`src/design/mts_pkg.sv`:
```
// shared types and constants for the min tracking stack
// no dependencies
package mts_pkg;

    localparam int unsigned DATA_W = 32;
    localparam int unsigned CAP_W  = 8;
    localparam logic [CAP_W-1:0] CAP_RESET = 8'd128;

    localparam logic KIND_PUSH = 1'b0;
    localparam logic KIND_POP  = 1'b1;

    typedef enum logic [1:0] {
        ST_DONE      = 2'd0,
        ST_OVERFLOW  = 2'd1,
        ST_UNDERFLOW = 2'd2
    } t_status;

    typedef struct packed {
        logic push;
        logic pop;
    } t_shift;

endpackage

```
`src/design/mts_cell.sv`:
```
// one stack cell: holds an entry and shifts it toward or away from the top
// depends on mts_pkg
module mts_cell
    import mts_pkg::*;
(
    input  logic              i_clk,
    input  t_shift            i_shift,
    input  logic [DATA_W-1:0] i_above,
    input  logic [DATA_W-1:0] i_below,
    output logic [DATA_W-1:0] o_q
);

    logic [DATA_W-1:0] r_q;
    logic [DATA_W-1:0] n_q;

    always_comb begin
        n_q = r_q;
        if (i_shift.push) begin
            n_q = i_above;
        end else if (i_shift.pop) begin
            n_q = i_below;
        end
    end

    always_ff @(posedge i_clk) begin
        r_q <= n_q;
    end

    assign o_q = r_q;

endmodule

```
`src/design/mts_chain.sv`:
```
// row of stack cells, top entry in cell 0
// depends on mts_pkg and mts_cell
module mts_chain
    import mts_pkg::*;
#(
    parameter int unsigned DEPTH = 128
) (
    input  logic              i_clk,
    input  t_shift            i_shift,
    input  logic [DATA_W-1:0] i_din,
    output logic [DATA_W-1:0] o_top,
    output logic [DATA_W-1:0] o_second
);

    logic [DATA_W-1:0] w_q [DEPTH];

    for (genvar g = 0; g < DEPTH; g++) begin : g_cell
        logic [DATA_W-1:0] w_above;
        logic [DATA_W-1:0] w_below;

        if (g == 0) begin : g_first
            assign w_above = i_din;
        end else begin : g_mid
            assign w_above = w_q[g-1];
        end

        if (g == DEPTH - 1) begin : g_last
            assign w_below = w_q[g];
        end else begin : g_inner
            assign w_below = w_q[g+1];
        end

        mts_cell u_cell (
            .i_clk   (i_clk),
            .i_shift (i_shift),
            .i_above (w_above),
            .i_below (w_below),
            .o_q     (w_q[g])
        );
    end

    assign o_top    = w_q[0];
    assign o_second = w_q[1];

endmodule

```
`config.mk`:
```
export PLATFORM = sky130hd
export DESIGN_NAME = mts_chain
export DESIGN_NICKNAME = d
export VERILOG_FILES = /design/src/design/mts_pkg.sv /design/src/design/mts_cell.sv /design/src/design/mts_chain.sv
export SDC_FILE = /design/constraint.sdc
export NUM_CORES = 2
export LEC_CHECK = 0
export BUFFER_PORTS_ARGS = -buffer_cell sky130_fd_sc_hd__buf_4
export CAP_MARGIN = 20
export CORE_UTILIZATION = 53
export DETAILED_ROUTE_END_ITERATION = 16
export PLACE_DENSITY_LB_ADDON = 0.05
export SLEW_MARGIN = 0
export SYNTH_ARGS = -nofsm -noshare
export SYNTH_HDL_FRONTEND = slang
export SYNTH_HIERARCHICAL = 1
export SYNTH_SLANG_ARGS = --single-unit
```
`constraint.sdc`:
```
create_clock -name i_clk -period 2.05 [get_ports i_clk]
set_clock_uncertainty 0.1 [all_clocks]
set_input_delay 0.205 -clock i_clk [delete_from_list [all_inputs] [get_ports i_clk]]
set_output_delay 0.205 -clock i_clk [all_outputs]
set_load 0.01 [all_outputs]
```
Yosys cells after proc, flatten, opt, wreduce, memory -nomap -nowiden
Cells that the tools add are included.
{ "word_totals": {"inputBits": 35, "word_cells": 383, "output_inout_bits": 64, "register_bits": 4096} }
{ "classes": {"mux": 254, "n_reduce_logical": 1} }
{ "ops": {"columns": ["operator", "count"], "rows": [
  ["$mux W32", 254],
  ["$reduce_bool A2 Y1", 1]
]} }

Depth between registers and ports, before layout
{ "depth": {"word_depth": 2, "ltp_mapped": 3, "depth_no_buf": 1} }

Cells and area by module
Netlist, hierarchy kept.
{ "by_module_without_submodules": {"columns": ["module", "area_each_um2", "seq_area_each_um2", "cells_per_inst", "instances"], "rows": [
  ["mts_cell", 1507.7, 960.9, 69, 128]
]} }

Least setup slack after synthesis
Ideal clock, no wire load.
{ "synth_timing": {"path_type": "input-to-reg", "from": "input i_shift[1] (netlist bit)", "to": "register g_cell[0].u_cell.r_q[0] (enable)", "setup_ns": 0.390, "path_buffers": 2, "cell_stages": 3, "required_time_ns": 1.560, "t_arrival_ns": 1.227, "slack_ns": 0.332, "path_cell_list": "buf_6 -> buf_12 -> or2_1"} }
{ "synth_via": {"elab_chain_cells": 1} }
{ "synth_lines": {"columns": ["item", "line", "rtl"], "rows": [
  ["start: declaration", "mts_chain.sv:9", "input t_shift i_shift,"],
  ["$reduce_bool A2 Y1 (no line)", null, null],
  ["end signal: assignment", "mts_cell.sv:26", "r_q <= n_q;"],
  ["end: declaration", "mts_cell.sv:13", "logic [DATA_W-1:0] r_q;"]
]} }
No other way between the ends.
A chain may end at the register's enable or synchronous reset.

Worst setup path in the final report
{ "layout_timing": {"from": "register g_cell[1].u_cell.r_q[0]", "to": "output o_second[0]"} }
{ "layout_lines": {"columns": ["item", "line", "rtl"], "rows": [
  ["start: declaration", "mts_cell.sv:13", null],
  ["start signal: assignment", "mts_cell.sv:26", null],
  ["end: declaration", "mts_chain.sv:12", "output logic [DATA_W-1:0] o_second"]
]} }
No word-level cell between the ends.

==> impl_metrics.py <==
metrics = {
    "routing": {
        "drtAntennaViolNets": 0,
        "routedWlPerCell_um": 23.14,
        "firstDrtPassIters": 5,
        "routed_via_density": 5.459,
        "wl_um": 338100,
        "drt-initial-drc-count": 4979,
        "drc": 0,
        "vias": 79790,
    },
    "pwr": {
        "p_total_mw": 230.8,
        "ir_worst_vdd_v": 0.0006542,
        "leakage_nw": 85.40,
        "powerDensity_nw_per_um2": 1088,
    },
    "cts": {
        "cts_tree": "yes",
        "clk_transition_reported_paths_ns": 0.06,
        "cts.sinks": 4096,
        "ctsLongestPathBuffers": 4,
        "clockRootBuffer": "clkbuf_16",
        "worstSkewPairLatency_ns": 0.95,
        "htree_levels": 5,
        "postCtsSetupBuffers": 0,
        "cts_inserted_buffers": 436,
    },
    "placement": {
        "placed_cells": 13760,
        "pre_cts_ws_ns": 0.06076,
        "dpl_cell_area_um2": 197900,
        "dp_hpwl_um": 218900,
        "portBuffers": 98,
        "gp_congestion": 0.7204,
    },
    "synthesis": {
        "synth.largest_area_cell": "edfxtp_1",
        "syn_avg_cell_area_um2": 21.85,
        "yosysTopAreaCellShare": 0.6373,
        "synth_warnings": 6,
        "syn_nets": 8867,
        "yosysSeqAreaShare": 0.6373,
        "synth.area.top_cells": "edfxtp_1 (64%), mux2_4 (29%), buf_12 (4.0%)",
        "synth_cell_types": 6,
        "netlist_area_um2": 193000,
        "syn_inst": 8832,
        "ys_ff_latch": 4096,
    },
    "worst_setup_path": {
        "rr_endpoint": "g_cell[110].u_cell/o_q[18]$_DFFE_PP_",
        "critPathCaptureType": "output pin",
        "critical_path.top_delay_family": "flip-flops",
        "max_stage_delay_ns": 0.47,
        "critPathLaunchType": "register",
        "rrSetupSlack_ns": 0.91,
        "arrival_ns": 1.58,
        "r2r_start": "g_cell[111].u_cell/o_q[18]$_DFFE_PP_",
        "cp_slowest_cell": "edfxtp_1",
        "worstSetupPathType": "reg2out",
        "crit_path_cell_trace": "buf_4",
        "rr_worst_depth": 1,
        "crit_buf_inv": 1,
        "worstPathRequired_ns": 1.75,
        "cp_max_fo": 3,
    },
    "global_route": {
        "use_met1": 0.2751,
        "grt_util_met2": 0.2884,
        "busiest_layer": "met2",
        "antenna_found_initial": 1,
        "grt_max_degree": 62,
        "gr-usage-met3": 0.02413,
        "grt_usage": 0.1832,
        "gr-total-overflow": 0,
        "grt_pass1_vias": 89330,
        "grt_pass1_wl_um": 539200,
    },
    "finish": {
        "syn2layout_area_growth_pct": 9.893,
        "regArea_um2": 123000,
        "n_fill_cell": 26360,
        "multiInputGateArea_um2": 60860,
        "postLayoutCoreUtil": 0.5855,
        "largest_reg_flops": 4096,
        "fin_nets": 9504,
        "drive_gt1_frac": 0.5411,
        "fin_area_um2": 212100,
        "fin_cells": 14620,
    },
    "timing": {
        "relSlewSlack": 0.4176,
        "tns_ns": 0,
        "period_needed_ns": 1.888,
        "slew_viol_final": 0,
        "setup-violations-final": 0,
        "post-route-period-util": 0.9211,
        "tightest_slew_ns": 0.8736,
        "hold_violations": 0,
        "max_freq_mhz": 529.6,
        "rsz0062_at_grt": "no",
        "fin_ws_ns": 0.1617,
        "holdWs_ns": 0.4500,
    },
    "floorplanning": {
        "die_h_um": 605.4,
        "die_area_um2": 366500,
        "die_w_um": 605.4,
        "io_pins": 99,
        "num_rows": 221,
        "coreArea_um2": 362200,
        "start_util": 0.5328,
    },
    "status": {
        "outcome": "finished clean",
    },
    "hold_path": {
        "hp-start": "g_cell[79].u_cell/o_q[20]$_DFFE_PP_",
        "holdPathStages": 1,
        "holdPathEnd": "g_cell[78].u_cell/o_q[20]$_DFFE_PP_",
        "hold_path_class": "reg2reg",
    },
    "flow_run": {
        "cap_violations": 0,
    },
}
## routing by layer
metal / routed length [um] / vias to the layer above
met5: 0 / -
met3: 10220 / 398
li1: - / 36110
met2: 159000 / 970
met4: 5227 / 0
met1: 163700 / 42310
## where the power goes
group	switching, mW	internal, mW	total, mW
Clock	32.2	43.5	75.7
Sequential	10.7	113	123
Combinational	8.78	22.9	31.7
Total	51.6	179	231
## worst max-delay path by stage
stage | startpoint | end | cells after the start
2_1_floorplan | i_shift[1] | g_cell[0].u_cell/o_q[0]$_DFFE_PP_ | 3
3_3_place_gp | i_shift[1] | g_cell[41].u_cell/o_q[11]$_DFFE_PP_ | 5
3_5_place_dp | i_shift[1] | g_cell[39].u_cell/o_q[11]$_DFFE_PP_ | 5
4_1_cts | g_cell[1].u_cell/o_q[0]$_DFFE_PP_ | o_second[0] | 1
5_1_grt | g_cell[1].u_cell/o_q[0]$_DFFE_PP_ | o_second[0] | 1
6_report | g_cell[1].u_cell/o_q[0]$_DFFE_PP_ | o_second[0] | 1
## cell usage after synthesis
cell / n
edfxtp_1: 4096
buf_12: 384
buf_6: 128
or2_1: 128
mux2_4: 3712
mux2_2: 384
## cells in the final DEF (no fill, tap or decap), drive strengths merged
master	count
edfxtp	4096
mux2	4096
buf	645
clkbuf	537
clkinv	200
or2	128
dlygate4sd3	66
bufinv	34
inv	10
clkinvlp	7
diode	2
## cell families (layout without fill, tap and decap cells)
logic type    Yosys count  count (layout)  share of synthesized area
other cells             0               2                          0
mux                  4096            4096                     0.3112
flops                4096            4096                     0.6373
simple gates          128             128                   0.004149
buf+inv               512            1499                    0.04730
## final cells by class
| class | count | area share |
|---|---|---|
| tap | 4794 | 0.02828 |
| timing repair buffer | 711 | 0.04103 |
| antenna | 2 | 0.00002360 |
| sequential | 4096 | 0.5800 |
| multi-input combinational | 4224 | 0.2870 |
| clock inverter | 251 | 0.01001 |
| clock buffer | 537 | 0.05373 |
## timing repair
| action | in CTS | in global routing |
|---|---|---|
| hold buffers | 66 | 0 |
| gates resized for setup | 0 | 0 |
| hold endpoints to repair | 223 | 0 |
Power figures use the tool's default switching activity.
